### src/rtl/core/lat_pkg.sv
// Package for the load average tracker: field widths, register indexes
// and reset values shared by the core and its helper modules.
// No dependencies.
package lat_pkg;

    localparam int COUNT_W  = 8;
    localparam int PERIOD_W = 16;
    localparam int DECAY_W  = 12;
    localparam int LOAD_W   = 15;
    localparam int CFG_IDX_W = 2;
    localparam int CFG_DATA_W = 16;
    localparam int S_DATA_W = 8;
    localparam int M_DATA_W = 48;

    typedef enum logic [CFG_IDX_W-1:0] {
        REG_LOAD_PERIOD = 2'd0,
        REG_DECAY_SHORT = 2'd1,
        REG_DECAY_MID   = 2'd2,
        REG_DECAY_LONG  = 2'd3
    } cfg_reg_t;

    localparam logic [PERIOD_W-1:0] PERIOD_RESET      = 16'd500;
    localparam logic [DECAY_W-1:0]  DECAY_SHORT_RESET = 12'd1884;
    localparam logic [DECAY_W-1:0]  DECAY_MID_RESET   = 12'd2014;
    localparam logic [DECAY_W-1:0]  DECAY_LONG_RESET  = 12'd2037;

    localparam int HUNDRED = 100;

endpackage

### src/rtl/core/lat_ewma.sv
// One exponential moving average register with its update datapath.
// Depends on lat_pkg.
module lat_ewma #(
    parameter int FRAC_BITS = 11
) (
    input  logic                                aclk,
    input  logic                                aresetn,
    input  logic                                upd_en,
    input  logic [lat_pkg::DECAY_W-1:0]         decay,
    input  logic [lat_pkg::COUNT_W-1:0]         count,
    output logic [lat_pkg::COUNT_W+FRAC_BITS-1:0] avg
);
    import lat_pkg::*;

    localparam int AVG_W  = COUNT_W + FRAC_BITS;
    localparam int CMP_W  = (DECAY_W > FRAC_BITS + 1) ? DECAY_W : FRAC_BITS + 1;
    localparam int PROD_W = AVG_W + CMP_W + 2;

    logic [AVG_W-1:0]         avg_reg;
    logic [AVG_W-1:0]         avg_next;
    logic [CMP_W-1:0]         one_ext;
    logic [CMP_W-1:0]         decay_ext;
    logic [CMP_W-1:0]         decay_clamp;
    logic [CMP_W-1:0]         one_minus_d;
    logic [AVG_W-1:0]         sample;
    logic signed [AVG_W:0]    diff;
    logic signed [PROD_W-1:0] prod;
    logic signed [PROD_W-1:0] step;

    // avg*d + s*(1-d) equals avg*1 + (s-avg)*(1-d), so the floor of the
    // shifted sum is avg plus the arithmetically shifted difference term.
    always_comb begin
        one_ext     = CMP_W'(1) << FRAC_BITS;
        decay_ext   = CMP_W'(decay);
        decay_clamp = (decay_ext > one_ext) ? one_ext : decay_ext;
        one_minus_d = one_ext - decay_clamp;
        sample      = {count, {FRAC_BITS{1'b0}}};
        diff        = $signed({1'b0, sample}) - $signed({1'b0, avg_reg});
        prod        = PROD_W'(diff) * $signed({1'b0, one_minus_d});
        step        = prod >>> FRAC_BITS;
        avg_next    = avg_reg + step[AVG_W-1:0];
    end

    always_ff @(posedge aclk) begin
        if (!aresetn) begin
            avg_reg <= '0;
        end else if (upd_en) begin
            avg_reg <= avg_next;
        end
    end

    assign avg = avg_reg;

endmodule

### src/rtl/core/lat_scale.sv
// Converts a fixed-point average into hundredths with rounding.
// Depends on lat_pkg.
module lat_scale #(
    parameter int FRAC_BITS = 11
) (
    input  logic [lat_pkg::COUNT_W+FRAC_BITS-1:0] avg,
    output logic [lat_pkg::LOAD_W-1:0]            load
);
    import lat_pkg::*;

    localparam int AVG_W   = COUNT_W + FRAC_BITS;
    localparam int SUM_W   = AVG_W + 1;
    localparam int MUL_W   = SUM_W + 7;
    localparam int ROUND_C = (1 << FRAC_BITS) / 200;

    logic [SUM_W-1:0] rounded;
    logic [MUL_W-1:0] scaled;

    always_comb begin
        rounded = SUM_W'(avg) + SUM_W'(ROUND_C);
        scaled  = MUL_W'(rounded) * MUL_W'(HUNDRED);
        load    = scaled[FRAC_BITS +: LOAD_W];
    end

endmodule

### src/rtl/core/load_average_tracker.sv
// Top level of the load average tracker: configuration registers, tick
// countdown and a three-stage pipeline. Depends on lat_pkg, lat_ewma, lat_scale.
//
//  Channel  | Ports                      | Payload
//  ---------+----------------------------+------------------------------------
//  input    | s_tvalid s_tready s_tdata  | tdata: active_count; tuser: tick
//  result   | m_tvalid m_tready m_tdata  | tdata: short, mid, long; tuser: upd
//  config   | cfg_we cfg_index cfg_wdata | one register per write
//
// One item per cycle unless a stalled result holds the pipeline.
// The input register updates the countdown and the averages, a middle stage
// carries the updated flag, and the result register holds the hundredths.
// Reset is synchronous and active low; there is no clearing pass.
// A stalled result freezes the pipeline, but the input register still takes
// a transfer while it is empty.
module load_average_tracker #(
    parameter int FRAC_BITS = 11
) (
    input  logic                              aclk,
    input  logic                              aresetn,
    input  logic                              s_tvalid,
    output logic                              s_tready,
    input  logic [lat_pkg::S_DATA_W-1:0]      s_tdata,   // [7:0] active_count
    input  logic                              s_tuser,   // [0] kernel_tick
    output logic                              m_tvalid,
    input  logic                              m_tready,
    // [14:0] load_short, [29:15] load_mid, [44:30] load_long, [47:45] zero
    output logic [lat_pkg::M_DATA_W-1:0]      m_tdata,
    output logic                              m_tuser,   // [0] updated
    input  logic                              cfg_we,
    input  logic [lat_pkg::CFG_IDX_W-1:0]     cfg_index,
    input  logic [lat_pkg::CFG_DATA_W-1:0]    cfg_wdata
);
    import lat_pkg::*;

    localparam int AVG_W = COUNT_W + FRAC_BITS;

    logic [PERIOD_W-1:0] period_reg;
    logic [DECAY_W-1:0]  decay_short_reg;
    logic [DECAY_W-1:0]  decay_mid_reg;
    logic [DECAY_W-1:0]  decay_long_reg;
    logic [PERIOD_W-1:0] countdown_reg;
    logic [PERIOD_W-1:0] countdown_next;

    logic                v0_reg;
    logic                tick0_reg;
    logic [COUNT_W-1:0]  count0_reg;
    logic                v1_reg;
    logic                upd1_reg;
    logic                v2_reg;
    logic                upd2_reg;
    logic [LOAD_W-1:0]   short2_reg;
    logic [LOAD_W-1:0]   mid2_reg;
    logic [LOAD_W-1:0]   long2_reg;

    logic                advance;
    logic                tick_fire;
    logic                do_update;
    logic [AVG_W-1:0]    avg_short;
    logic [AVG_W-1:0]    avg_mid;
    logic [AVG_W-1:0]    avg_long;
    logic [LOAD_W-1:0]   load_short;
    logic [LOAD_W-1:0]   load_mid;
    logic [LOAD_W-1:0]   load_long;

    assign advance   = !v2_reg || m_tready;
    assign s_tready  = advance || !v0_reg;
    assign tick_fire = advance && v0_reg && tick0_reg;
    // The countdown reloads on the tick that would take it below zero.
    assign do_update = tick_fire && (countdown_reg == '0);

    always_comb begin
        countdown_next = countdown_reg;
        if (tick_fire) begin
            countdown_next = do_update ? period_reg : countdown_reg - PERIOD_W'(1);
        end
    end

    always_ff @(posedge aclk) begin
        if (!aresetn) begin
            period_reg      <= PERIOD_RESET;
            decay_short_reg <= DECAY_SHORT_RESET;
            decay_mid_reg   <= DECAY_MID_RESET;
            decay_long_reg  <= DECAY_LONG_RESET;
        end else if (cfg_we) begin
            case (cfg_reg_t'(cfg_index))
                REG_LOAD_PERIOD: period_reg      <= cfg_wdata[PERIOD_W-1:0];
                REG_DECAY_SHORT: decay_short_reg <= cfg_wdata[DECAY_W-1:0];
                REG_DECAY_MID:   decay_mid_reg   <= cfg_wdata[DECAY_W-1:0];
                REG_DECAY_LONG:  decay_long_reg  <= cfg_wdata[DECAY_W-1:0];
                default: ;
            endcase
        end
    end

    always_ff @(posedge aclk) begin
        if (!aresetn) begin
            countdown_reg <= PERIOD_RESET;
            v0_reg        <= 1'b0;
            v1_reg        <= 1'b0;
            v2_reg        <= 1'b0;
        end else begin
            countdown_reg <= countdown_next;
            if (s_tready) begin
                v0_reg <= s_tvalid;
            end
            if (advance) begin
                v1_reg <= v0_reg;
                v2_reg <= v1_reg;
            end
        end
    end

    always_ff @(posedge aclk) begin
        if (s_tready && s_tvalid) begin
            tick0_reg  <= s_tuser;
            count0_reg <= s_tdata[COUNT_W-1:0];
        end
        if (advance) begin
            upd1_reg   <= do_update;
            upd2_reg   <= upd1_reg;
            short2_reg <= load_short;
            mid2_reg   <= load_mid;
            long2_reg  <= load_long;
        end
    end

    lat_ewma #(.FRAC_BITS(FRAC_BITS)) u_ewma_short (
        .aclk(aclk), .aresetn(aresetn), .upd_en(do_update),
        .decay(decay_short_reg), .count(count0_reg), .avg(avg_short)
    );
    lat_ewma #(.FRAC_BITS(FRAC_BITS)) u_ewma_mid (
        .aclk(aclk), .aresetn(aresetn), .upd_en(do_update),
        .decay(decay_mid_reg), .count(count0_reg), .avg(avg_mid)
    );
    lat_ewma #(.FRAC_BITS(FRAC_BITS)) u_ewma_long (
        .aclk(aclk), .aresetn(aresetn), .upd_en(do_update),
        .decay(decay_long_reg), .count(count0_reg), .avg(avg_long)
    );

    // The middle stage reads the averages after the average registers have taken its own update.
    lat_scale #(.FRAC_BITS(FRAC_BITS)) u_scale_short (.avg(avg_short), .load(load_short));
    lat_scale #(.FRAC_BITS(FRAC_BITS)) u_scale_mid   (.avg(avg_mid),   .load(load_mid));
    lat_scale #(.FRAC_BITS(FRAC_BITS)) u_scale_long  (.avg(avg_long),  .load(load_long));

    assign m_tvalid = v2_reg;
    assign m_tuser  = upd2_reg;
    assign m_tdata  = {(M_DATA_W - 3*LOAD_W)'(0), long2_reg, mid2_reg, short2_reg};

endmodule
### config.mk
export PLATFORM = sky130hd
export DESIGN_NAME = load_average_tracker
export DESIGN_NICKNAME = d
export VERILOG_FILES = /design/src/rtl/core/lat_pkg.sv /design/src/rtl/core/lat_ewma.sv /design/src/rtl/core/lat_scale.sv /design/src/rtl/core/load_average_tracker.sv
export SDC_FILE = /design/constraint.sdc
export NUM_CORES = 2
export LEC_CHECK = 0
export BUFFER_PORTS_ARGS = -buffer_cell sky130_fd_sc_hd__buf_2
export CORE_MARGIN = 2
export CORE_UTILIZATION = 43
export CTS_CLUSTER_SIZE = 14
export DETAILED_ROUTE_END_ITERATION = 12
export PLACE_DENSITY = 0.59
export SETUP_SLACK_MARGIN = 0.4
export SYNTH_ARGS = -nofsm -noshare
export SYNTH_HDL_FRONTEND = slang
export SYNTH_HIERARCHICAL = 1
export SYNTH_SLANG_ARGS = --single-unit
### constraint.sdc
create_clock -name aclk -period 23.2 [get_ports aclk]
set_input_delay 1.16 -clock aclk [delete_from_list [all_inputs] [get_ports aclk]]
set_output_delay 1.16 -clock aclk [all_outputs]
set_load 0.03 [all_outputs]
== Word level (Yosys, flattened, before mapping) ==
Cells that the tools add are included.
Operators by class
  $add $sub $neg: 13
  multiply operators: 6
  div/mod/pow operators: 0
  magnitude comparators: 3
  eq/ne operators: 3
  shifts and indexed selects: 0
  multiplexer cells: 4
  bitwise operators: 0
  reduce and logical (&&, ||, !) cells: 14
Operators with widths (count)
  $mul 20x13->30: 3
  $mul 20x5->24 const B: 3
  $add 19x4->20 const B: 3
  $sub 19x19->20: 3
  $add 19x19->19: 3
  $gt 12x12->1 const B: 3
  $mux 12: 3
  $sub 12x12->12 const A: 3
  $logic_not 16->1: 1
  $mux 16: 1
  $sub 16x1->16 const B: 1
  $reduce_and 2->1: 4
  $eq 2x2->1 const B: 2
  $logic_and 1x1->1: 4
  $eq 2x1->1 const B: 1
  $logic_not 1->1: 2
  $logic_not 2->1: 1
  $logic_or 1x1->1: 2
Storage, ports and cells
  bits in registers: 184
  bits in latches: 0
  bits in writable memories: 0
  memory bits (read-only): 0
  bits of input ports: 32
  output and inout bits: 51
  word-level logic and storage cells: 61
  memories: 0

== Longest topological paths before layout ==
  depth after elaboration: 6
  gate-level depth with buffers: 45

== Cells and area by module ==
Netlist, hierarchy kept.
By module, submodules not included
  lat_ewma at u_ewma_long: instances 1, cells an instance 1183, area each 10018.4 um2
  lat_ewma at u_ewma_mid: instances 1, cells an instance 1177, area each 10018.4 um2
  lat_ewma at u_ewma_short: instances 1, cells an instance 1185, area each 9999.6 um2
  lat_scale: instances 3, cells an instance 244, area each 2016.9 um2
  load_average_tracker: instances 1, cells an instance 442, area each 4685.7 um2

== Least setup slack after synthesis ==
OpenSTA, ideal clock, no wires.
  path type: reg-to-reg
  start: register u_ewma_mid.avg_reg[0] (netlist: u_ewma_mid/avg[0])
  end: register u_ewma_mid.avg_reg[18] (netlist: u_ewma_mid/avg[18])
  arrival time: 9.625 ns
  required time: 23.130 ns
  slack: 13.505 ns
  cell stages (with the launch flop): 41
  buffers on the path: 2
  period minus slack after synthesis: 9.695 ns
  path through: dfxtp_1 clkbuf_1 inv_1 ha_1 or4b_1 buf_2 or4_1 xor2_1 and2_1 fa_1 inv_1 fa_1 inv_1 fa_1 fa_1 inv_1 fa_1 inv_1 (+5 left out) nor2b_1 o21a_1 o21a_1 o21a_1 nor2_1 xnor2_1 ha_1 o21a_1 o21a_1 a2111oi_1 nor4b_1 o41ai_1 o21ai_0 xnor2_1 xnor2_1 nor3_1 or4_1 a21boi_1
Between the ends
  longest elaborated chain between the ends: 3
Ends and longest elaborated chain
  start: declaration: RTL line lat_ewma.sv:19  | logic [AVG_W-1:0] avg_reg;
  start signal: assignment: RTL line lat_ewma.sv:48  | avg_reg <= avg_next;
  $sub 19x19->20: RTL line lat_ewma.sv:38  | diff = $signed({1'b0, sample}) - $signed({1'b0, avg_reg});
  $mul 20x13->30: RTL line lat_ewma.sv:39  | prod = PROD_W'(diff) * $signed({1'b0, one_minus_d});
  $add 19x19->19 (*): RTL line lat_ewma.sv:41  | avg_next = avg_reg + step[AVG_W-1:0];
Every way passes the cells marked *; elsewhere a longest branch is shown, timed or not.
A chain may end at the register's enable or synchronous reset.

== Worst setup path after layout ==
  start: register decay_short_reg[11]
  end: register u_ewma_short.avg_reg[18] (netlist: u_ewma_short/avg[18])
Between the ends
  longest elaborated chain between the ends: 5
Ends and longest elaborated chain
  start: declaration: RTL line load_average_tracker.sv:39  | logic [DECAY_W-1:0] decay_short_reg;
  start signal: assignment: RTL line load_average_tracker.sv:88  | REG_DECAY_SHORT: decay_short_reg <= cfg_wdata[DECAY_W-1:0];
  $gt 12x12->1: RTL line lat_ewma.sv:35  | decay_clamp = (decay_ext > one_ext) ? one_ext : decay_ext;
  $mux 12 (*): RTL line lat_ewma.sv:35
  $sub 12x12->12 (*): RTL line lat_ewma.sv:36  | one_minus_d = one_ext - decay_clamp;
  $mul 20x13->30 (*): RTL line lat_ewma.sv:39
  $add 19x19->19 (*): RTL line lat_ewma.sv:41
  end signal: assignment: RTL line lat_ewma.sv:48
  end: declaration: RTL line lat_ewma.sv:19
Marked as above.

==> out/metrics.yaml <==
floorplan:
  io_pins: 83
  die_h_um: 312
  fp.coreArea_um2: 93600
  die_area_um2: 97300
  rows: 112
  die_x_um: 312
  start_util_pct: 43.6
synthesis:
  synth_ff_type: "dfxtp_1"
  synth_common_cells: "922 x inv_1, 648 x fa_1, 630 x nand2_1, 467 x ha_1, 341 x nor2_1"
  syn-cell-area_um2: 40800
  ys_types: 101
  avgSynthCellArea_um2: 8.64
  synth-warning-count: 6
  syn_inst: 4719
  ys_seq_elements: 184
  ys_seq_area_share_pct: 10.4
  yosys.area.top_type: "fa_1"
  yosys.cell_count.top_type: "inv_1"
  synth_top_area_share_pct: 31.8
  synth_edf_count: 56
  synth_area_leaders: "fa_1 32%, ha_1 14%, inv_1 8.5%, dfxtp_1 6.3%, nand2_1 5.8%"
  async_reset_ff_share_pct: 0
layout:
  area_growth_pct: 6.07
  diodes: 0
  fin_nets: 5885
  fillCellCount: 9351
  finalNonFillerCells: 6005
  drive_gt1_share_pct: 4.99
drt:
  drtPass1Iterations: 6
  drtIter0Drc: 1902
  met1Wirelength_mm: 47.0
  met3WireLength_mm: 4.50
  postRouteAntennaNets: 0
  post_drt_via_cell_ratio: 5.19
  via_count: 31149
  highest_layer: "met5"
  wire_per_inst_um: 17.7
  drc: 0
  drt_wl_total_mm: 106
  wl_met2_mm: 51.7
flow_run:
  maxCapViolCount: 0
global_routing:
  grt_usage_pct: 22.8
  grt_pass1_wl_mm: 176
  grt_overflow: 0
  first_global_vias: 32584
  antenna_found_initial: 6
  grt_max_degree: 72
timing:
  tightest_slew_ns: 1.22
  rsz0062_at_grt: "no"
  slew_headroom_pct: 18.5
  drv_slew: 0
  setup_tns_ns: 0
  period_share_pct: 49.1
  finClkSkew_ns: 0.0212
  setup_viol: 0
  hold_viol: 0
  fmax_mhz: 87.8
  min_period_ns: 11.39
worst_setup_path:
  path_class: "register to register"
  startpoint_type: "register"
  critPathSlowestCell: "o221ai_1"
  ff2ff_setup_slack_ns: 11.81
  path_max_fanout: 14
  rr_endpoint: "u_ewma_short/avg[18]$_SDFFE_PN0P_"
  cp.required_ns: 23.62
  critical_path_arrival_ns: 11.81
  reg2regPathDepth: 35
  r2r_start: "decay_short_reg[11]$_SDFFE_PN0P_"
  critPathCaptureType: "register"
  slowest_delay_ns: 0.96
clocking:
  hold_buffers: 0
  cts_buffers: 17
  cts_tree: "done"
  clock_path_buffers: 2
  htreeDepth: 4
  clock_latency_ns: 0.53
  cts_setup_buffers: 0
  cts_root_buffer: "clkbuf_16"
  clk_pin_slew_ns: 0.08
  cts_resized: 0
  cts.sinks: 184
placed_design:
  portBuffers: 79
  dp_hpwl_mm: 86.6
  placed_cells: 5973
  place_congestion: 0.876
worst_hold_path:
  hold_path.startpoint: "upd1_reg$_DFFE_PP_"
  timing.hold.worst_path_depth: 0
  min_to: "m_tuser$_DFFE_PP_"
  hold_class: "register to register"
power:
  ir_drop_mv: 0.0750
  power.leakage_nw: 22.1
  power.density_nw_per_um2: 70.2
run_status:
  status: "complete, no violations"
-- how the worst max path moves through the flow --
stage / end / slack (ns) / cells past startpoint / start
final: u_ewma_short/avg[18]$_SDFFE_PN0P_ / 11.81 / 35 / decay_short_reg[11]$_SDFFE_PN0P_
after global routing: u_ewma_short/avg[18]$_SDFFE_PN0P_ / 10.98 / 37 / decay_short_reg[11]$_SDFFE_PN0P_
after CTS: u_ewma_short/avg[18]$_SDFFE_PN0P_ / 11.93 / 35 / decay_short_reg[11]$_SDFFE_PN0P_
after detailed placement: u_ewma_short/avg[18]$_SDFFE_PN0P_ / 11.99 / 35 / decay_short_reg[11]$_SDFFE_PN0P_
after global placement: u_ewma_short/avg[18]$_SDFFE_PN0P_ / 12.15 / 37 / decay_short_reg[11]$_SDFFE_PN0P_
after floorplan: u_ewma_mid/avg[18]$_SDFFE_PN0P_ / 13.51 / 40 / u_ewma_mid/avg[0]$_SDFFE_PN0P_
-- placed cells by master (no fill, tap or decap), drive strengths merged, types with 68 or more instances in the layout --
master,instances
buf,130
xnor2,225
fa,648
o21ai,85
nand3,82
nand2,630
nor2,341
ha,467
xor2,118
and2,112
inv,928
nor2b,83
a21oi,166
dfxtp,128
nor3,68
-- per-stage QoR --
step | power (W) | area [um2] | utilization (%) | hold WS (ns) | setup slack (ns)
finish | 0.00304 | 43200 | 46.2 | 0.427 | 11.81
global route | 0.00339 | 43200 | 46.2 | 0.434 | 10.98
CTS | 0.00305 | 43200 | 46.2 | 0.425 | 11.93
detailed placement | 0.00271 | 42600 | 45.5 | 0.407 | 11.99
global placement | 0.00269 | 42600 | 45.5 | 0.401 | 12.15
floorplan | 0.00220 | 40800 | - | 0.400 | 13.51
-- layout make-up --
| type | instances | area (um2) | area share [%] |
|---|---|---|---|
| multi-input cells | 3481 | 32600 | 75.3 |
| repair buffers | 130 | 781 | 1.81 |
| flip-flops and latches | 184 | 4240 | 9.81 |
| clock inverters | 13 | 159 | 0.367 |
| inverters | 924 | 3470 | 8.02 |
| well taps | 1254 | 1570 | 3.63 |
| clock buffers | 19 | 454 | 1.05 |
-- logic make-up after synthesis --
kind of cell,synth area share (%)
other,0.00920
buffers and inverters,9.81
XOR/XNOR,7.44
AO/OA/AOI/OAI,8.49
flip-flops,10.4
multiplexers,1.29
AND/OR/NAND/NOR,16.4
adder cells (fa/ha/maj),46.1
-- worst max-delay path, delay by kind of cell (launching register included) --
family / cells / cell delay (ns)
buffers and inverters: 3 / 0.65
flip-flops: 1 / 0.45
adder cells (fa/ha/maj): 8 / 3.15
AND/OR/NAND/NOR: 9 / 2.60
AO/OA/AOI/OAI: 15 / 4.42
-- where the power goes --
part           switching, W  total [W]  internal (W)  leakage (nW)
Combinational       0.00135    0.00237       0.00102          20.1
Sequential       0.00000930   0.000347      0.000337          1.70
Clock              0.000164   0.000323      0.000160         0.302
Total               0.00152    0.00304       0.00151          22.1
-- per-layer routing --
layer	GRT usage (%)	vias up
met3	2.78	148
met5	0	-
met4	6.86	2
li1	-	14871
met1	30.0	15406
met2	39.4	722
(Power assumes the default switching activity.)
